$ cat config.mk
export PLATFORM = sky130hd
export DESIGN_NAME = tbd_front
export DESIGN_NICKNAME = d
export VERILOG_FILES = /design/src/rtl/core/target_bearing_and_distance_defines.svh /design/src/rtl/core/tbd_pkg.sv /design/src/rtl/core/tbd_front.sv
export SDC_FILE = /design/constraint.sdc
export NUM_CORES = 1
export LEC_CHECK = 0
export ABC_AREA = 1
export BUFFER_PORTS_ARGS = -buffer_cell sky130_fd_sc_hd__buf_2
export CAP_MARGIN = 40
export CORE_MARGIN = 5
export CORE_UTILIZATION = 59
export CTS_CLUSTER_SIZE = 28
export DETAILED_ROUTE_END_ITERATION = 8
export PLACE_DENSITY = 0.89
export SLEW_MARGIN = 20
export SYNTH_ARGS = -nofsm -noshare
export SYNTH_HDL_FRONTEND = slang
export SYNTH_SLANG_ARGS = --single-unit
$ cat constraint.sdc
create_clock -name clk -period 4.78 [get_ports clk]
set_input_delay 0 -clock clk [delete_from_list [all_inputs] [get_ports clk]]
set_output_delay 0 -clock clk [all_outputs]
set_load 0.02 [all_outputs]
$ cat src/rtl/core/target_bearing_and_distance_defines.svh
// ----------------------------------------------------------------------------
// Target bearing and distance: assertion macros
// Shared concurrent assertion forms, clocked on clk, disabled in reset.
// ----------------------------------------------------------------------------
`ifndef TARGET_BEARING_AND_DISTANCE_DEFINES_SVH
`define TARGET_BEARING_AND_DISTANCE_DEFINES_SVH

// same-cycle implication
`define TBD_ASSERT_NOW(lbl, ante, cons, msg) \
  lbl: assert property (@(posedge clk) disable iff (!rst_n) (ante) |-> (cons)) else $error(msg);

// next-cycle implication
`define TBD_ASSERT_NEXT(lbl, ante, cons, msg) \
  lbl: assert property (@(posedge clk) disable iff (!rst_n) (ante) |=> (cons)) else $error(msg);

`endif

$ cat src/rtl/core/tbd_pkg.sv
// ----------------------------------------------------------------------------
// tbd_pkg
// Types, constants and the arctangent table of the bearing/distance pipeline.
// ----------------------------------------------------------------------------
package tbd_pkg;

  localparam int CORDIC_STAGES_DEF = 16;
  localparam int POS_W = 32;
  localparam int ANG_W = 16;
  localparam int DIST_W = 33;
  localparam int Z_W = 32;
  localparam int GUARD_W = 16;
  localparam int CW = 52;

  localparam int IN_W = 80;
  localparam int OUT_W = 72;
  localparam int CFG_IDX_W = 2;
  localparam int CFG_DATA_W = 32;

  localparam logic [CFG_IDX_W-1:0] CFG_CAMERA_X = 2'd0;
  localparam logic [CFG_IDX_W-1:0] CFG_CAMERA_Y = 2'd1;
  localparam logic [CFG_IDX_W-1:0] CFG_CAMERA_HEADING = 2'd2;

  localparam logic [31:0] INV_GAIN = 32'h9B74_EDA8;
  localparam logic [Z_W-1:0] Z_HALF_TURN = 32'h8000_0000;

  typedef struct packed {
    logic vld;
    logic zero;
    logic [CW-1:0] x;
    logic [CW-1:0] y;
    logic [Z_W-1:0] z;
    logic [ANG_W-1:0] hdg;
  } cordic_vec_t;

  typedef struct packed {
    logic vld;
    logic [DIST_W-1:0] mag;
    logic [ANG_W-1:0] dir;
    logic [ANG_W-1:0] hdg;
  } polar_res_t;

  function automatic logic [Z_W-1:0] atan_bam(input logic [4:0] idx);
    logic [Z_W-1:0] a;
    case (idx)
      5'd0: a = 32'd536870912;
      5'd1: a = 32'd316933406;
      5'd2: a = 32'd167458907;
      5'd3: a = 32'd85004756;
      5'd4: a = 32'd42667331;
      5'd5: a = 32'd21354465;
      5'd6: a = 32'd10679838;
      5'd7: a = 32'd5340245;
      5'd8: a = 32'd2670163;
      5'd9: a = 32'd1335087;
      5'd10: a = 32'd667544;
      5'd11: a = 32'd333772;
      5'd12: a = 32'd166886;
      5'd13: a = 32'd83443;
      5'd14: a = 32'd41722;
      5'd15: a = 32'd20861;
      5'd16: a = 32'd10430;
      5'd17: a = 32'd5215;
      5'd18: a = 32'd2608;
      5'd19: a = 32'd1304;
      5'd20: a = 32'd652;
      5'd21: a = 32'd326;
      5'd22: a = 32'd163;
      5'd23: a = 32'd81;
      5'd24: a = 32'd41;
      5'd25: a = 32'd20;
      5'd26: a = 32'd10;
      5'd27: a = 32'd5;
      5'd28: a = 32'd3;
      5'd29: a = 32'd1;
      5'd30: a = 32'd1;
      default: a = 32'd0;
    endcase
    return a;
  endfunction

endpackage

$ cat src/rtl/core/tbd_front.sv
// ----------------------------------------------------------------------------
// tbd_front
// Offset from target to camera, guard scaling and half-turn pre-rotation.
// ----------------------------------------------------------------------------
module tbd_front (
  input  logic                        clk,
  input  logic                        rst_n,
  input  logic                        en,
  input  logic                        in_vld,
  input  logic [tbd_pkg::POS_W-1:0]   cam_x,
  input  logic [tbd_pkg::POS_W-1:0]   cam_y,
  input  logic [tbd_pkg::POS_W-1:0]   tgt_x,
  input  logic [tbd_pkg::POS_W-1:0]   tgt_y,
  input  logic [tbd_pkg::ANG_W-1:0]   tgt_hdg,
  output tbd_pkg::cordic_vec_t        vec_o
);
  import tbd_pkg::*;

  logic signed [POS_W:0] dx;
  logic signed [POS_W:0] dy;
  logic signed [CW-1:0]  xg;
  logic signed [CW-1:0]  yg;
  cordic_vec_t           vec_nxt;
  cordic_vec_t           vec_r;

  always_comb begin
    dx = $signed({cam_x[POS_W-1], cam_x}) - $signed({tgt_x[POS_W-1], tgt_x});
    dy = $signed({cam_y[POS_W-1], cam_y}) - $signed({tgt_y[POS_W-1], tgt_y});
    xg = {{(CW-POS_W-1-GUARD_W){dx[POS_W]}}, dx, {GUARD_W{1'b0}}};
    yg = {{(CW-POS_W-1-GUARD_W){dy[POS_W]}}, dy, {GUARD_W{1'b0}}};
    vec_nxt.vld  = in_vld;
    vec_nxt.zero = (dx == '0) && (dy == '0);
    vec_nxt.hdg  = tgt_hdg;
    if (dx[POS_W]) begin
      vec_nxt.x = -xg;
      vec_nxt.y = -yg;
      vec_nxt.z = Z_HALF_TURN;
    end else begin
      vec_nxt.x = xg;
      vec_nxt.y = yg;
      vec_nxt.z = '0;
    end
  end

  always_ff @(posedge clk) begin
    if (!rst_n) begin
      vec_r.vld <= 1'b0;
    end else if (en) begin
      vec_r.vld <= vec_nxt.vld;
    end
  end

  always_ff @(posedge clk) begin
    if (en) begin
      vec_r.zero <= vec_nxt.zero;
      vec_r.x    <= vec_nxt.x;
      vec_r.y    <= vec_nxt.y;
      vec_r.z    <= vec_nxt.z;
      vec_r.hdg  <= vec_nxt.hdg;
    end
  end

  assign vec_o = vec_r;

endmodule

==> out/qor.yml <==
sta:
  period_needed_ps: 2870
  slew_violations: 0
  hold_violations: 0
  worstMarginPinSlew_ps: 553
  tns_ps: 0
  fmax_ghz: 0.349
  slew_headroom_pct: 63.1
  timing.final.ws_setup_ps: 1910
  rsz0062_at_grt: "no"
  fin_crit_sh_pct: 59.9
  finClkSkew_ps: 0
  setup_viol: 0
finish:
  largest_register_ff_count: 91
  fillers: 1626
  layout.cells.non_filler: 2208
  nNetsFinal: 2192
  drive_gt1_share_pct: 15.3
  area_delta_synth_final_pct: 16.2
  final_core_util_pct: 68.9
  n_antenna_cell: 0
clocking:
  cts_tree: "done"
  worstSkewPairLatency_ps: 350
  post_cts_resized: 0
  cts_buffer_depth: 2
  clkTransAtPathRegs_ps: 70
  htree_levels: 3
  cts-root-buf: "clkbuf_16"
  post_cts_buffers: 0
  cts_buffers: 9
  cts_sinks: 91
pwr:
  p_leak_nw: 7.29
  p_total_mw: 3.58
  peakVddDrop_v: 0.000231
  powerDensity_mw_per_mm2: 292
logic_synthesis:
  yosys_warnings: 0
  ys_seq_area_share_pct: 25.8
  syn_area_per_cell_um2: 6.17
  synthCells: 1711
  ys_ff_latch: 91
  synth_top_area_share_pct: 25.6
  syn_area_mm2: 0.0106
  ys.flop_type: "edfxtp_1"
  synth_enable_flop_cells: 90
  synth_cell_types: 38
  synthTopCellsByArea: "edfxtp_1, nand2_1, inv_1"
  synthArstFlopShare_pct: 0
  yosys.area.top_type: "edfxtp_1"
floorplan:
  rows: 49
  die_w_um: 144
  io_pins: 302
  start_util_pct: 59.3
  dieArea_mm2: 0.0207
  die_h_um: 144
  core-area_mm2: 0.0178
grt:
  grtUsageMet2_pct: 61.7
  track_usage_pct: 30.7
  grt_pass1_wl_um: 50500
  met1_usage_pct: 31.9
  busiest_layer: "met2"
  overflow: 0
  grt_max_degree: 55
  grt_util_met3_pct: 3.09
  grt_pass1_vias: 10549
  antenna_found_initial: 0
worst_setup_path:
  path_class: "in -> reg"
  rr_startpoint: "vec_o[153]"
  crit_path_end_kind: "flip-flop"
  crit_fanout: 5
  arrival_ps: 2960
  crit_path_start: "cam_y[0]"
  required_ps: 4880
  startpoint_type: "primary input"
placed_design:
  hpwlAfterDp_um: 27000
  dp_slack_ps: 1600
  placed_cells_incl_taps: 2174
  numPortBuffers: 238
  gp_congestion: 0.968
drt:
  drt-total-wl_um: 32900
  first_pass_iters: 5
  remaining_drc_errors: 0
  antenna_left: 0
  routed_via_density: 5.09
  drt_iter0_markers: 682
  vias: 11243
  drt-wirelength-per-cell_um: 14.9
hold_path:
  hold_start: "tgt_x[0]"
  hold_class: "in -> reg"
run:
  drv_cap: 0
outcome:
  status: "finished clean"
## synth_stat cells, drive strengths merged, types with 5 or more instances
cell type,count
buf,70
o21ai,20
nand2,645
nor3,18
xnor2,19
edfxtp,90
nand3,104
nor2,158
xor2,37
nand3b,11
and2,5
o21bai,5
nand4,31
inv,373
ha,68
a21oi,47
## metal layers
metal / wire (um) / share of wire, %
met1: 11900 / 36
met2: 17800 / 54
met3: 1870 / 5.7
met4: 1340 / 4.1
met5: 0 / 0
## kinds of logic after synthesis
| group | after synthesis | share of synthesized area, % |
|---|---|---|
| AOI/OAI and AO/OA | 74 | 3.87 |
| DFF | 91 | 25.8 |
| xor gates and xnor gates | 56 | 4.72 |
| adders and majority gates | 70 | 8.44 |
| and+or+nand+nor | 976 | 38.8 |
| buffers and inverters | 443 | 18.4 |
| other | 1 | 0.0355 |
## worst max-delay path, stage by stage
cell and delay (ps):
buf_2 70, inv_1 30, ha_1 220, fa_1 430, inv_1 120, nand2_1 60, nand2_1 100, nand2_1 80
inv_1 70, nand2_1 60, nand3_1 150, nor2_1 60, nor2_1 260, nand2_2 170, inv_1 110, nand2_1 60
nor2_2 140, nand4_2 170, nor4_1 220, ha_1 280, nand2_1 60, nand2_1 60
## final cells by class
cell class	instances	area [um^2]	area share, %
well taps	229	287	2.34
multi-input cells	1242	6130	50.1
flip-flops and latches	91	2720	22.2
inverters	373	1400	11.4
clock buffers	9	225	1.84
clock inverters	7	83.8	0.684
repair buffers	257	1400	11.4
## cells in the final DEF, fill, tap and decap left out, types with 5 or more instances in the layout
| master | count |
|---|---|
| nand4_1 | 30 |
| buf_2 | 237 |
| nand2_1 | 625 |
| conb_1 | 66 |
| xor2_1 | 37 |
| nand3_1 | 98 |
| ha_1 | 68 |
| nand3b_1 | 11 |
| a21oi_1 | 46 |
| nand2_2 | 19 |
| clkbuf_16 | 9 |
| dlygate4sd3_1 | 18 |
| nor2_1 | 148 |
| nand3_2 | 6 |
| edfxtp_1 | 90 |
| o21bai_1 | 5 |
| nor2_2 | 9 |
| o21ai_0 | 16 |
| xnor2_1 | 18 |
| and2_1 | 5 |
| inv_1 | 369 |
| nor3_1 | 16 |
## metrics by stage
stage               area, um^2  hold slack (ps)
floorplan                10800             93.5
global placement         11700              176
detailed placement       11800              178
CTS                      12300              127
global route             12300              134
finish                   12300              134
## power breakdown
part | leakage (nW) | internal, mW | total [mW] | switching, mW
sequential | 0.888 | 1.09 | 1.14 | 0.0554
combinational | 6.26 | 0.523 | 1.69 | 1.17
clock | 0.147 | 0.414 | 0.754 | 0.340
## worst paths after layout
path	end	slack (ps)	cells past startpoint
setup / recovery	vec_o[96]	1910	22
hold / removal	vec_o[116]	130	3
setup reg to reg	vec_o[153]	3560	3
hold reg to reg	vec_o[153]	1120	3
## what timing repair did
item                                    in CTS  in global routing
endpoints found under the hold margin       17                  0
endpoints found under the setup margin       0                  0
hold buffers                                18                  0
(Power assumes the default switching activity.)
