**src/rtl/core/target_bearing_and_distance_defines.svh**
```systemverilog
// ----------------------------------------------------------------------------
// Target bearing and distance: assertion macros
// Shared concurrent assertion forms, clocked on clk, disabled in reset.
// ----------------------------------------------------------------------------
`ifndef TARGET_BEARING_AND_DISTANCE_DEFINES_SVH
`define TARGET_BEARING_AND_DISTANCE_DEFINES_SVH

// same-cycle implication
`define TBD_ASSERT_NOW(lbl, ante, cons, msg) \
  lbl: assert property (@(posedge clk) disable iff (!rst_n) (ante) |-> (cons)) else $error(msg);

// next-cycle implication
`define TBD_ASSERT_NEXT(lbl, ante, cons, msg) \
  lbl: assert property (@(posedge clk) disable iff (!rst_n) (ante) |=> (cons)) else $error(msg);

`endif

```
**src/rtl/core/tbd_pkg.sv**
```systemverilog
// ----------------------------------------------------------------------------
// tbd_pkg
// Types, constants and the arctangent table of the bearing/distance pipeline.
// ----------------------------------------------------------------------------
package tbd_pkg;

  localparam int CORDIC_STAGES_DEF = 16;
  localparam int POS_W = 32;
  localparam int ANG_W = 16;
  localparam int DIST_W = 33;
  localparam int Z_W = 32;
  localparam int GUARD_W = 16;
  localparam int CW = 52;

  localparam int IN_W = 80;
  localparam int OUT_W = 72;
  localparam int CFG_IDX_W = 2;
  localparam int CFG_DATA_W = 32;

  localparam logic [CFG_IDX_W-1:0] CFG_CAMERA_X = 2'd0;
  localparam logic [CFG_IDX_W-1:0] CFG_CAMERA_Y = 2'd1;
  localparam logic [CFG_IDX_W-1:0] CFG_CAMERA_HEADING = 2'd2;

  localparam logic [31:0] INV_GAIN = 32'h9B74_EDA8;
  localparam logic [Z_W-1:0] Z_HALF_TURN = 32'h8000_0000;

  typedef struct packed {
    logic vld;
    logic zero;
    logic [CW-1:0] x;
    logic [CW-1:0] y;
    logic [Z_W-1:0] z;
    logic [ANG_W-1:0] hdg;
  } cordic_vec_t;

  typedef struct packed {
    logic vld;
    logic [DIST_W-1:0] mag;
    logic [ANG_W-1:0] dir;
    logic [ANG_W-1:0] hdg;
  } polar_res_t;

  function automatic logic [Z_W-1:0] atan_bam(input logic [4:0] idx);
    logic [Z_W-1:0] a;
    case (idx)
      5'd0: a = 32'd536870912;
      5'd1: a = 32'd316933406;
      5'd2: a = 32'd167458907;
      5'd3: a = 32'd85004756;
      5'd4: a = 32'd42667331;
      5'd5: a = 32'd21354465;
      5'd6: a = 32'd10679838;
      5'd7: a = 32'd5340245;
      5'd8: a = 32'd2670163;
      5'd9: a = 32'd1335087;
      5'd10: a = 32'd667544;
      5'd11: a = 32'd333772;
      5'd12: a = 32'd166886;
      5'd13: a = 32'd83443;
      5'd14: a = 32'd41722;
      5'd15: a = 32'd20861;
      5'd16: a = 32'd10430;
      5'd17: a = 32'd5215;
      5'd18: a = 32'd2608;
      5'd19: a = 32'd1304;
      5'd20: a = 32'd652;
      5'd21: a = 32'd326;
      5'd22: a = 32'd163;
      5'd23: a = 32'd81;
      5'd24: a = 32'd41;
      5'd25: a = 32'd20;
      5'd26: a = 32'd10;
      5'd27: a = 32'd5;
      5'd28: a = 32'd3;
      5'd29: a = 32'd1;
      5'd30: a = 32'd1;
      default: a = 32'd0;
    endcase
    return a;
  endfunction

endpackage

```
**src/rtl/core/tbd_gain.sv**
```systemverilog
// ----------------------------------------------------------------------------
// tbd_gain
// Gain correction of the vector length, guard removal, saturation and
// rounding of the direction to a 16-bit binary angle.
// ----------------------------------------------------------------------------
module tbd_gain (
  input  logic                 clk,
  input  logic                 rst_n,
  input  logic                 en,
  input  tbd_pkg::cordic_vec_t vec_i,
  output tbd_pkg::polar_res_t  res_o
);
  import tbd_pkg::*;

  localparam int XH_W = CW - 32;
  localparam int PH_W = XH_W + 32;
  localparam int SC_W = PH_W + 1;
  localparam int RN_W = SC_W + 1;

  // multiply stage
  logic            a_vld_r;
  logic            a_zero_r;
  logic [63:0]     a_plo_r;
  logic [PH_W-1:0] a_phi_r;
  logic [Z_W-1:0]  a_z_r;
  logic [ANG_W-1:0] a_hdg_r;

  // sum stage
  logic            b_vld_r;
  logic            b_zero_r;
  logic [SC_W-1:0] b_sc_r;
  logic [SC_W-1:0] b_sc_nxt;
  logic [64:0]     lo_rnd;
  logic [Z_W-1:0]  b_z_r;
  logic [ANG_W-1:0] b_hdg_r;

  // round stage
  logic [RN_W-1:0] rnd;
  logic [RN_W-GUARD_W-1:0] dist_full;
  polar_res_t      res_nxt;
  polar_res_t      res_r;

  always_ff @(posedge clk) begin
    if (!rst_n) begin
      a_vld_r <= 1'b0;
      b_vld_r <= 1'b0;
      res_r.vld <= 1'b0;
    end else if (en) begin
      a_vld_r <= vec_i.vld;
      b_vld_r <= a_vld_r;
      res_r.vld <= res_nxt.vld;
    end
  end

  always_ff @(posedge clk) begin
    if (en) begin
      a_zero_r <= vec_i.zero;
      a_plo_r  <= 64'(vec_i.x[31:0]) * 64'(INV_GAIN);
      a_phi_r  <= PH_W'(vec_i.x[CW-1:32]) * PH_W'(INV_GAIN);
      a_z_r    <= vec_i.z;
      a_hdg_r  <= vec_i.hdg;
    end
  end

  always_comb begin
    lo_rnd   = {1'b0, a_plo_r} + 65'h0_8000_0000;
    b_sc_nxt = {1'b0, a_phi_r} + SC_W'(lo_rnd[64:32]);
  end

  always_ff @(posedge clk) begin
    if (en) begin
      b_zero_r <= a_zero_r;
      b_sc_r   <= b_sc_nxt;
      b_z_r    <= a_z_r;
      b_hdg_r  <= a_hdg_r;
    end
  end

  always_comb begin
    rnd       = {1'b0, b_sc_r} + RN_W'(1 << (GUARD_W - 1));
    dist_full = rnd[RN_W-1:GUARD_W];
    res_nxt.vld = b_vld_r;
    res_nxt.hdg = b_hdg_r;
    if (b_zero_r) begin
      res_nxt.mag = '0;
      res_nxt.dir = '0;
    end else begin
      res_nxt.mag = (|dist_full[RN_W-GUARD_W-1:DIST_W]) ? {DIST_W{1'b1}}
                                                       : dist_full[DIST_W-1:0];
      res_nxt.dir = b_z_r[Z_W-1:Z_W-ANG_W] + ANG_W'(b_z_r[Z_W-ANG_W-1]);
    end
  end

  always_ff @(posedge clk) begin
    if (en) begin
      res_r.mag <= res_nxt.mag;
      res_r.dir <= res_nxt.dir;
      res_r.hdg <= res_nxt.hdg;
    end
  end

  assign res_o = res_r;

endmodule

```
**config.mk**
```make
export PLATFORM = sky130hd
export DESIGN_NAME = tbd_gain
export DESIGN_NICKNAME = d
export VERILOG_FILES = /design/src/rtl/core/target_bearing_and_distance_defines.svh /design/src/rtl/core/tbd_pkg.sv /design/src/rtl/core/tbd_gain.sv
export SDC_FILE = /design/constraint.sdc
export NUM_CORES = 2
export LEC_CHECK = 0
export ABC_CLOCK_PERIOD_IN_PS = 7130
export BUFFER_PORTS_ARGS = -buffer_cell sky130_fd_sc_hd__clkbuf_2
export CORE_MARGIN = 10
export CORE_UTILIZATION = 58
export DETAILED_ROUTE_END_ITERATION = 8
export HOLD_SLACK_MARGIN = 0.03
export PLACE_DENSITY_LB_ADDON = 0.12
export SLEW_MARGIN = 10
export SYNTH_ARGS = -nofsm -noshare
export SYNTH_HDL_FRONTEND = slang
export SYNTH_SLANG_ARGS = --single-unit
```
**constraint.sdc**
```tcl
create_clock -name clk -period 7.13 [get_ports clk]
set_input_delay 0.3565 -clock clk [delete_from_list [all_inputs] [get_ports clk]]
set_output_delay 0.3565 -clock clk [all_outputs]
set_load 0.01 [all_outputs]
```
==> flow_summary_export.csv <==
group,metric,value,unit
clock_network,htree_levels,1,
route,detail_route.iter0.violations,1665,
finish,area_delta_synth_final,11.8,%
timing,fmaxAchievable,145,MHz
route,detail_route.first_pass.iterations,5,
timing,finalWorstPathRequiredPeriod,6920,ps
synthesis,syn-cell-area,39700,um2
timing,worst_slew_pin_slew,929,ps
critical_path,critPathKind,"in -> reg",
route,totalWireLength,94.7,mm
finish,drive_above_1_share,0.108,
critical_path,cp-start-kind,"input port",
clock_network,path_clk_slew,60,ps
timing,final_hold_viol_count,0,
synthesis,warning_count_from_the_yosys_run,0,
critical_path,timing.critical_path.slowest_stage_cell,"fa_1",
clock_network,cts.root.buffer_cell,"clkbuf_16",
clock_network,cts_setup_buffers,0,
die,die_h,282,um
route,dr_total_vias,25900,
run_status,status,"complete, no violations",
synthesis,post_synth_num_cell_types,74,
route,route.detailed.drc,0,
synthesis,postSynthNetCount,5141,
synthesis,synth_enable_flop_cells,253,
place,place.port_buffers,155,
critical_path,cp_slowest_stage_delay,540,ps
global_route,initial_antenna_violation_count,0,
synthesis,synth-async-reset-ratio,0,
die,floorplan.core_area,67500,um2
finish,antennaDiodeCount,0,
critical_path,required,7420,ps
timing,period_share,0.970,
route,via_per_inst,5.19,
global_route,gr-total-overflow,0,
timing,skew,13.6,ps
synthesis,yosys.area.top_type_share,0.353,
global_route,groute.usage.overall,0.251,
synthesis,ys_top_cells_by_area,"fa_1 35%, edfxtp_1 19%, ha_1 19%, inv_1 10%, xnor2_1 2.4%",
critical_path,path_max_fanout,5,
route,drt-wirelength-per-cell,19.0,um
critical_path,path_common_cell,"fa_1",
synthesis,most_used_standard_cell_by_instance_count_after_synthesis,"inv_1",
synthesis,avgSynthCellArea,10.8,um2
place,globalplace.congestion,1.02,
hold_path,min-delay-path-class,"in -> reg",
synthesis,synth_top_area_cell,"fa_1",
synthesis,postSynthRegisterBits,256,
die,design.portCount,223,
clock_network,numCtsBuffers,26,
critical_path,critical_path_arrival,7200,ps
global_route,grt_pass1_wl,154,mm
die,start_util,0.588,
clock_network,clock_sink_count,256,
global_route,pin_count_of_the_biggest_net_entering_global_routing,124,
flow_run,max_cap_viol,0,
synthesis,seq_total_area_yosys,0.193,
synthesis,ys_dominant_reg_cell,"edfxtp_1",
synthesis,post_synth_inst_count,3690,
clock_network,clock_latency,550,ps
timing,setup_violations,0,
route,postRouteAntennaNets,0,
place,hpwlAfterDp,85.2,mm
timing,final_max_slew_viol_count,0,
timing,worst_slew_margin_rel,0.381,
timing,timing.setup.tns,0,ps
die,dieWidth,282,um
critical_path,endpoint_kind,"flop",
clock_network,cts_tree,"built",
die,floorplan.die_area,79300,um2
clock_network,clockBufferDepth,3,
die,std_cell_rows,95,
timing,grt_setup_unrepaired,"true",
global_route,via_count_of_the_first_global_routing_pass,27600,
finish,final_net_count,5540,
synthesis,synthTopCellsByCount,"1078 x inv_1, 699 x fa_1, 595 x ha_1",
==> final timing paths <==
check / start / to / slack (ps) / cells past startpoint
min: rst_n / res_o[65]$_SDFFE_PN0P_ / 60 / 2
max: vec_i[112] / a_plo_r[63]$_DFFE_PP_ / 210 / 26
max reg2reg: a_plo_r[31]$_DFFE_PP_ / b_sc_r[44]$_DFFE_PP_ / 2290 / 17
min reg2reg: a_hdg_r[13]$_DFFE_PP_ / b_hdg_r[13]$_DFFE_PP_ / 420 / 0
==> metal layers <==
metal | vias up | track usage | share of wire
met5 | - | 0 | 0
met4 | 0 | 0.0470 | 0.021
met3 | 105 | 0.0385 | 0.060
met2 | 634 | 0.393 | 0.45
met1 | 12700 | 0.369 | 0.47
li1 | 12500 | - | -
==> flip-flops by register name (all words and copies together), names as in the netlist <==
register  flops
res_o        66
a_phi_r      49
b_sc_r       38
a_plo_r      33
a_z_r        17
b_z_r        17
a_hdg_r      16
b_hdg_r      16
a_vld_r       1
a_zero_r      1
b_vld_r       1
b_zero_r      1
==> repair_timing <==
item / in CTS / in global routing
endpoints found under the hold margin: 34 / 0
hold buffers: 34 / 0
setup endpoints to repair: 0 / 7
gates resized for setup: 0 / 4
==> cell type report <==
type                    count  area [um2]
well taps                 873        1090
multi-input cells        2324       27800
clock buffers              27         654
fillers                  5446       23200
flip-flops and latches    256        7660
repair buffers            403        2730
clock inverters            21         303
inverters                1078        4050
==> kinds of logic (layout without fill, tap and decap cells) <==
kind of cell | Yosys count | after routing | share of synthesized area
buffers and inverters | 1110 | 1529 | 0.105
XOR/XNOR | 171 | 171 | 0.0378
flip-flops | 256 | 256 | 0.193
AND/OR/NAND/NOR | 436 | 436 | 0.0558
multiplexers | 7 | 7 | 0.00177
AO/OA/AOI/OAI | 416 | 416 | 0.0658
adder cells (fa/ha/maj) | 1294 | 1294 | 0.540
==> worst max-delay path: cells and delay by family <==
kind            cells  cell delay, ps
buf+inv             9             860
xor+xnor            1             150
fa+ha+maj           9            4410
compound gates      7            1420
==> cell usage in the layout, fill, tap and decap left out, types with 18 or more instances in the layout <==
cell type      Yosys  layout
a21oi_1          166     166
buf_4              3     214
dlygate4sd3_1      0      34
a21o_1            65      65
o21bai_1          18      18
nor2b_1           20      20
clkbuf_16          0      26
xor2_1            61      61
o21ai_0           61      61
edfxtp_1         253     253
and3_1            30      30
fa_1             699     699
nor2_1           101     101
nand3_1           60      60
nand4_1           40      40
ha_1             595     595
nand2_1          104     104
inv_1           1078    1076
clkbuf_2           0     154
xnor2_1          110     110
==> stage by stage <==
stage               utilization  instances  setup WS [ps]  hold WS [ps]  instance area (um2)
floorplan                     -       3690           9.24           400                39700
global placement          0.637       4900           -300           401                43000
detailed placement        0.637       4900           -301           405                43000
CTS                       0.656       4982            238          51.5                44300
global route              0.657       4982          -57.4          62.8                44300
finish                    0.657       4982            214          63.8                44300
Power is not shown: default switching activity piles up to over one toggle a cycle in this logic, so the estimate is an artifact.
