$ cat src/rtl/core/target_bearing_and_distance_defines.svh
// ----------------------------------------------------------------------------
// Target bearing and distance: assertion macros
// Shared concurrent assertion forms, clocked on clk, disabled in reset.
// ----------------------------------------------------------------------------
`ifndef TARGET_BEARING_AND_DISTANCE_DEFINES_SVH
`define TARGET_BEARING_AND_DISTANCE_DEFINES_SVH

// same-cycle implication
`define TBD_ASSERT_NOW(lbl, ante, cons, msg) \
  lbl: assert property (@(posedge clk) disable iff (!rst_n) (ante) |-> (cons)) else $error(msg);

// next-cycle implication
`define TBD_ASSERT_NEXT(lbl, ante, cons, msg) \
  lbl: assert property (@(posedge clk) disable iff (!rst_n) (ante) |=> (cons)) else $error(msg);

`endif

$ cat src/rtl/core/tbd_pkg.sv
// ----------------------------------------------------------------------------
// tbd_pkg
// Types, constants and the arctangent table of the bearing/distance pipeline.
// ----------------------------------------------------------------------------
package tbd_pkg;

  localparam int CORDIC_STAGES_DEF = 16;
  localparam int POS_W = 32;
  localparam int ANG_W = 16;
  localparam int DIST_W = 33;
  localparam int Z_W = 32;
  localparam int GUARD_W = 16;
  localparam int CW = 52;

  localparam int IN_W = 80;
  localparam int OUT_W = 72;
  localparam int CFG_IDX_W = 2;
  localparam int CFG_DATA_W = 32;

  localparam logic [CFG_IDX_W-1:0] CFG_CAMERA_X = 2'd0;
  localparam logic [CFG_IDX_W-1:0] CFG_CAMERA_Y = 2'd1;
  localparam logic [CFG_IDX_W-1:0] CFG_CAMERA_HEADING = 2'd2;

  localparam logic [31:0] INV_GAIN = 32'h9B74_EDA8;
  localparam logic [Z_W-1:0] Z_HALF_TURN = 32'h8000_0000;

  typedef struct packed {
    logic vld;
    logic zero;
    logic [CW-1:0] x;
    logic [CW-1:0] y;
    logic [Z_W-1:0] z;
    logic [ANG_W-1:0] hdg;
  } cordic_vec_t;

  typedef struct packed {
    logic vld;
    logic [DIST_W-1:0] mag;
    logic [ANG_W-1:0] dir;
    logic [ANG_W-1:0] hdg;
  } polar_res_t;

  function automatic logic [Z_W-1:0] atan_bam(input logic [4:0] idx);
    logic [Z_W-1:0] a;
    case (idx)
      5'd0: a = 32'd536870912;
      5'd1: a = 32'd316933406;
      5'd2: a = 32'd167458907;
      5'd3: a = 32'd85004756;
      5'd4: a = 32'd42667331;
      5'd5: a = 32'd21354465;
      5'd6: a = 32'd10679838;
      5'd7: a = 32'd5340245;
      5'd8: a = 32'd2670163;
      5'd9: a = 32'd1335087;
      5'd10: a = 32'd667544;
      5'd11: a = 32'd333772;
      5'd12: a = 32'd166886;
      5'd13: a = 32'd83443;
      5'd14: a = 32'd41722;
      5'd15: a = 32'd20861;
      5'd16: a = 32'd10430;
      5'd17: a = 32'd5215;
      5'd18: a = 32'd2608;
      5'd19: a = 32'd1304;
      5'd20: a = 32'd652;
      5'd21: a = 32'd326;
      5'd22: a = 32'd163;
      5'd23: a = 32'd81;
      5'd24: a = 32'd41;
      5'd25: a = 32'd20;
      5'd26: a = 32'd10;
      5'd27: a = 32'd5;
      5'd28: a = 32'd3;
      5'd29: a = 32'd1;
      5'd30: a = 32'd1;
      default: a = 32'd0;
    endcase
    return a;
  endfunction

endpackage

$ cat src/rtl/core/tbd_cell.sv
// ----------------------------------------------------------------------------
// tbd_cell
// One vectoring micro-rotation: drive y towards zero, accumulate the angle.
// ----------------------------------------------------------------------------
module tbd_cell #(
  parameter int SHIFT = 0
) (
  input  logic                 clk,
  input  logic                 rst_n,
  input  logic                 en,
  input  tbd_pkg::cordic_vec_t vec_i,
  output tbd_pkg::cordic_vec_t vec_o
);
  import tbd_pkg::*;

  localparam logic [Z_W-1:0] ATAN_STEP = atan_bam(5'(SHIFT));

  logic signed [CW-1:0] xs;
  logic signed [CW-1:0] ys;
  cordic_vec_t          vec_nxt;
  cordic_vec_t          vec_r;

  always_comb begin
    xs = $signed(vec_i.x) >>> SHIFT;
    ys = $signed(vec_i.y) >>> SHIFT;
    vec_nxt = vec_i;
    if (!vec_i.y[CW-1]) begin
      vec_nxt.x = vec_i.x + ys;
      vec_nxt.y = vec_i.y - xs;
      vec_nxt.z = vec_i.z + ATAN_STEP;
    end else begin
      vec_nxt.x = vec_i.x - ys;
      vec_nxt.y = vec_i.y + xs;
      vec_nxt.z = vec_i.z - ATAN_STEP;
    end
  end

  always_ff @(posedge clk) begin
    if (!rst_n) begin
      vec_r.vld <= 1'b0;
    end else if (en) begin
      vec_r.vld <= vec_nxt.vld;
    end
  end

  always_ff @(posedge clk) begin
    if (en) begin
      vec_r.zero <= vec_nxt.zero;
      vec_r.x    <= vec_nxt.x;
      vec_r.y    <= vec_nxt.y;
      vec_r.z    <= vec_nxt.z;
      vec_r.hdg  <= vec_nxt.hdg;
    end
  end

  assign vec_o = vec_r;

endmodule

$ cat config.mk
export PLATFORM = sky130hd
export DESIGN_NAME = tbd_cell
export DESIGN_NICKNAME = d
export VERILOG_FILES = /design/src/rtl/core/target_bearing_and_distance_defines.svh /design/src/rtl/core/tbd_pkg.sv /design/src/rtl/core/tbd_cell.sv
export SDC_FILE = /design/constraint.sdc
export NUM_CORES = 1
export LEC_CHECK = 0
export ABC_AREA = 1
export BUFFER_PORTS_ARGS = -buffer_cell sky130_fd_sc_hd__buf_2
export CAP_MARGIN = 15
export CELL_PAD_IN_SITES_DETAIL_PLACEMENT = 2
export CELL_PAD_IN_SITES_GLOBAL_PLACEMENT = 2
export CORE_MARGIN = 2
export CORE_UTILIZATION = 31
export DETAILED_ROUTE_END_ITERATION = 10
export PLACE_DENSITY_LB_ADDON = 0.1
export SYNTH_ARGS = -nofsm -noshare
export SYNTH_HDL_FRONTEND = slang
export SYNTH_SLANG_ARGS = --single-unit
$ cat constraint.sdc
create_clock -name clk -period 2.55 [get_ports clk]
set_input_delay 0.51 -clock clk [delete_from_list [all_inputs] [get_ports clk]]
set_output_delay 0.51 -clock clk [all_outputs]
set_load 0.005 [all_outputs]
==> results of run 1 <==
[critical path, delay by kind of cell]
| family | cells | cell delay [ns] |
|---|---|---|
| adders and majority gates | 1 | 0.39 |
| and+or+nand+nor | 11 | 1.61 |
| buffers and inverters | 3 | 0.33 |
[path summary, 6_finish.rpt]
check | from | endpoint | slack (ns) | cells after the start
setup reg to reg | vec_o[153] | vec_o[153] | 1.75 | 2
setup / recovery | vec_i[54] | vec_o[95] | -0.05 | 15
hold / removal | vec_i[0] | vec_o[0] | 0.16 | 1
hold reg to reg | vec_o[153] | vec_o[153] | 0.69 | 2
[logic make-up after synthesis]
family / count (synthesis)
simple gates: 1568
buf+inv: 616
compound gates: 405
flops: 153
fa+ha+maj: 173
xor+xnor: 27
[repair_timing]
item	CTS	global route
cloned	0	0
endpoints found under the setup margin	39	73
buffers inserted	3	1
resized for setup	35	111
hold endpoints to repair	0	0
pin swaps	3	3
[cells in the final DEF (no fill, tap or decap), drive strengths merged, types with 6 or more instances in the layout]
cell type	Yosys	routed
ha	169	169
edfxtp	152	152
o21ai	148	148
buf	59	950
xor2	25	25
o21bai	33	33
or2	8	8
nand3	264	264
nor2	243	243
o22ai	15	15
inv	544	550
nor3	26	26
and2	6	6
clkbuf	13	18
nand4	49	49
a21oi	193	193
nand2	964	964
o211ai	8	8
[metrics by stage]
stage / area, um2 / utilization, % / hold WS (ns) / instances / total power (uW)
final: 26400 / 45.0 / 0.162 / 4626 / 12400
after CTS: 26100 / 44.4 / 0.148 / 4624 / 12100
after floorplan: 18300 / - / 0.525 / 2942 / 5660
after global routing: 26400 / 45.0 / 0.158 / 4625 / 12800
after global placement: 25300 / 43.1 / 0.523 / 4589 / 8580
after detailed placement: 25300 / 43.1 / 0.640 / 4589 / 8960
[routing by layer]
layer	track usage, %	wire length (um)	vias to the layer above
met4	19.4	6810	4
met1	45.7	48900	12400
li1	-	-	11107
met5	0	26	-
met2	68.3	59300	932
met3	4.40	5760	294
[power groups by stage]
stage / Sequential (uW) / Clock [uW] / Combinational [uW]
floorplan: 3330 / 0 / 2330
global placement: 3310 / 0 / 5270
detailed placement: 3340 / 0 / 5620
CTS: 3300 / 3000 / 5810
global route: 3320 / 3070 / 6420
finish: 3300 / 3010 / 6080
[final cells by class]
cell class              instances  area (um2)  area share, %
clock inverters                14         180          0.682
inverters                     544        2050           7.75
flip-flops and latches        153        4580           17.3
well taps                     773         967           3.66
multi-input cells            2173       11700           44.2
clock buffers                  18         429           1.62
diodes                          1        2.50        0.00947
repair buffers                950        6530           24.7
==> results.cfg, run 1 <==
[placement]
dp_slack_ns = -0.673
dp_hpwl_um = 97500
io_buffers = 310
place_congestion = 0.952

[power_and_ir_drop]
irDropWorstVdd_uv = 590
netSwitchingFraction_pct = 43.9
p_int_uw = 6940
power.density_nw_per_um2 = 468
power_frac_comb_pct = 49.1
p_sw_uw = 5440
clkPwrFrac_pct = 24.3
p_seq_share_pct = 26.6
p_leak_uw = 0.0144

[clock_tree]
root_buffer = clkbuf_16
htreeDepth = 4
cts_inserted_buffers = 17
holdBufCountCts = 0
cts.path.max_buffers = 2
path_clk_slew_ns = 0.09
cts_tree = built
cts_sinks = 153
clk_latency_ns = 0.51

[yosys]
ys_seq_elements = 153
synthMuxAreaShare_pct = 0
post_synth.cell_area_avg_um2 = 6.21
syn_nets = 3272
synth-async-reset-ratio_pct = 0
syn_inst = 2942
synth_edf_count = 152
yosysWarnings = 0
synth_top_area_share_pct = 25.0
synth_area_leaders = edfxtp_1 (25%), nand2_1 (20%), ha_1 (12%)
syn_area_um2 = 18300
synth_adder_area_share_pct = 12.0
synth-seq-area-share_pct = 25.1
synth_top_family_by_area = simple AND/OR/NAND/NOR gates
yosys_most_used_dff = edfxtp_1
synth.most_common_cell = nand2_1
synth_xor_area_share_pct = 1.29
synth-compound-area-share_pct = 12.1
synthDistinctLibCells = 42
synthSimpleGateAreaFrac_pct = 36.0
synth_largest_area_cell = edfxtp_1
synth_common_cells = nand2_1 (954), inv_1 (534), nand3_1 (262), nor2_1 (220), a21oi_1 (182)

[global_routing]
grt_overflow = 0
antenna_found_initial = 3
gr-usage-all-layers_pct = 38.5
grt_pass1_wl_um = 173000
grt_max_degree = 55
grt_pass1_vias = 27709

[sta]
post-route-worst-setup-slack_ns = -0.0484
fmax_ghz = 0.385
worst_pin_slew_ns = 0.741
slew_violations = 0
finalClockSkew_ns = 0
min_period_ns = 2.60
setup-tns-final_ns = -0.187
finalSetupViolCount = 7
finalHoldViolCount = 0
min_period_over_period_pct = 102
slew_headroom_pct = 50.1
rsz0062_at_grt = yes

[die]
dieHeight_um = 247
die_w_um = 247
io_pins = 311
core_area_um2 = 58700
initial_core_util_pct = 31.2
die-area_um2 = 60900
rows = 89

[detailed_routing]
drc = 0
wl_per_cell_um = 26.1
vias_per_cell = 5.35
ant_nets = 0
drt-initial-drc-count = 1336
drt_first_pass_iters = 5
drt-total-wl_um = 121000
vias = 24737

[setup_path]
cp-start-kind = primary input
crit_fanout = 4
crit_required_ns = 2.81
arrival_ns = 2.86
endpoint_kind = register
cp_slowest_cell = ha_2
crit_path_frequent_cell = nand2_1
cp_cell_sequence = buf_2, inv_1, ha_2, buf_4, nand2_1, nor2_2, nand2_1, nand2_1, nand2_1, nand2_1, nand2_1, nand3_1, nand2_1, nand3_1, nand2_1
slowest_delay_ns = 0.39
path_class = primary input to register

[min_path]
hp-class = primary input to register

[run]
max_cap_violations = 0

[layout]
synthToLayoutAreaGrowth_pct = 44.6
final_layout_size_suffix_gt1_share_pct = 30.3
largest_reg_flops = 153
fillers = 7189
fin_nets = 4169

[outcome]
violations = negative setup slack
status = complete, but fails checks
(Power assumes the default switching activity.)
==> inputs of run 2 (changes only) <==
BUFFER_PORTS_ARGS = -buffer_cell sky130_fd_sc_hd__buf_4   (was -buffer_cell sky130_fd_sc_hd__buf_2)
==> run 2 against run 1 <==
The flow still finishes with violations (negative setup slack). Critical path type unchanged. Critical path depth rose by 1. Die area did not move. Largest power group unchanged. Non-clock buffer count increased by 17. Power is 5.1% higher. Register-to-register slack better by 0.08 ns. Combinational power grew 8.7%. Hold slack lost 0.0079 ns. Clock skew did not move. Wire length is 14% higher. Sequential power is 2% higher.
==> results.cfg, run 2 (synthesis gave the netlist of run 1 again) <==
[clock_tree]
cts_inserted_buffers = 17
path_clk_slew_ns = 0.09
cts.path.max_buffers = 2
cts_sinks = 153
root_buffer = clkbuf_16
cts_tree = built
htreeDepth = 4
clk_latency_ns = 0.53

[min_path]
hold_depth = 1
hold_path.startpoint = vec_i[27]
hp-class = primary input to register
whs_endpoint = vec_o[27]

[sta]
slew_headroom_pct = 50.1
post-route-worst-setup-slack_ns = -0.376
slew_violations = 0
finalClockSkew_ns = 0
finalHoldViolCount = 0
min_period_over_period_pct = 115
worst_pin_slew_ns = 0.748
min_period_ns = 2.93
holdWs_ns = 0.154
setup-tns-final_ns = -6.92
rsz0062_at_grt = yes
finalSetupViolCount = 46
fmax_ghz = 0.342

[setup_path]
slowest_delay_ns = 0.43
crit_path_frequent_cell = nand2_1
r2r_end = vec_o[153]
worstRegToRegCells = 2
cp-start-kind = primary input
path_class = primary input to register
crit_fanout = 4
cp_cell_sequence = buf_4, buf_4, buf_4, ha_1, nor2_1, nand2_1, nand3_1, nand2_2, nand2_1, nand2_1, nand2_1, nand2_1, nand2_1, nand3_1, nand3_1, nand2_1
rr_startpoint = vec_o[153]
crit_required_ns = 2.82
endpoint_kind = register
cp_slowest_cell = nor2_1
arrival_ns = 3.20
reg2reg_slack_ns = 1.83

[die]
initial_core_util_pct = 31.2
die_w_um = 247
core_area_um2 = 58700
die-area_um2 = 60900
rows = 89
io_pins = 311
dieHeight_um = 247

[global_routing]
grt_pass1_wl_um = 181000
grt_max_degree = 72
antenna_found_initial = 1
grt_pass1_vias = 28459
gr-usage-all-layers_pct = 40.3
grt_overflow = 0

[detailed_routing]
top_layer_used = met5
drt-initial-drc-count = 1880
vias_per_cell = 5.59
wl_per_cell_um = 29.6
drt-total-wl_um = 137000
ant_nets = 0
drt_first_pass_iters = 6
wl_met2_um = 65300
dr_wl_met3_um = 9220
drc = 0
vias = 25927
wl_met1_um = 51800

[layout]
antenna_cells = 0
final_layout_size_suffix_gt1_share_pct = 31.4
fin_nets = 4186
synthToLayoutAreaGrowth_pct = 50.0
layout_commonest_cell = buf_4
largest_reg_flops = 153
final_cell_mix = buf_4 (956), nand2_1 (911), inv_1 (527)

[run]
max_cap_violations = 0

[outcome]
violations = negative setup slack
status = complete, but fails checks

[power_and_ir_drop]
p_leak_uw = 0.0148
power.density_nw_per_um2 = 474
irDropWorstVdd_uv = 557

[placement]
dp_slack_ns = -0.791
dp_hpwl_um = 98500
io_buffers = 310
place_congestion = 0.960
-- run 2: cell types whose count changed in the layout (fill, tap and decap cells not counted), moves of 5 or more --
cell     before  now
buf_12       13    8
nand2_1     934  911
ha_4          7   12
nor2_1      186  180
ha_2         24   15
nand3_2       6   11
nand2_2      28   47
buf_4       628  956
buf_2       308    0
inv_2        10   15
-- run 2: area by class of cell --
type	instances	area, um2
well taps	773	967
clock inverters	15	175
fillers	7071	31300
flip-flops and latches	153	4580
clock buffers	17	425
multi-input cells	2173	11900
inverters	544	2050
repair buffers	967	7370
-- run 2: where the power goes --
group	switching (uW)	leakage, uW	internal (uW)
logic	4100	0.0130	2510
clock network	1640	0.000289	1410
registers	188	0.00149	3170
total	5930	0.0148	7090
-- run 2: per-layer routing --
metal | global-route usage [%] | vias up
met3 | 6.37 | 601
met4 | 25.4 | 2
met5 | 0 | -
met2 | 70.3 | 1340
li1 | - | 11142
met1 | 45.8 | 12842
-- run 2: worst max path at each step --
| stage | from | endpoint |
|---|---|---|
| 2_1_floorplan | vec_i[48] | vec_o[130] |
| 5_1_grt | vec_i[49] | vec_o[97] |
| 4_1_cts | vec_i[62] | vec_o[87] |
| 6_report | vec_i[49] | vec_o[97] |
| 3_3_place_gp | vec_i[56] | vec_o[130] |
| 3_5_place_dp | vec_i[56] | vec_o[130] |
-- run 2: worst max-delay path: cells and delay by family --
family | cells | cell delay [ns]
adder cells (fa/ha/maj) | 1 | 0.26
buffers and inverters | 3 | 0.41
AND/OR/NAND/NOR | 12 | 2.01
-- run 2: stage by stage --
| step | power (uW) | cell area [um2] | std cells | util (%) |
|---|---|---|---|---|
| 6_report | 13000 | 27400 | 4642 | 46.7 |
| 5_1_grt | 13300 | 27400 | 4642 | 46.7 |
| 4_1_cts | 12300 | 26900 | 4640 | 45.9 |
| 3_5_place_dp | 9190 | 26200 | 4607 | 44.6 |
| 3_3_place_gp | 8780 | 26200 | 4607 | 44.6 |
| 2_1_floorplan | 5660 | 18300 | 2942 | - |
-- run 2: what timing repair did --
action                                  in CTS  in global routing
resized for setup                           44                144
pin swaps                                    0                  9
cloned                                       0                  0
buffers inserted                             1                  2
endpoints found under the setup margin      36                 71
hold buffers                                 0                  0
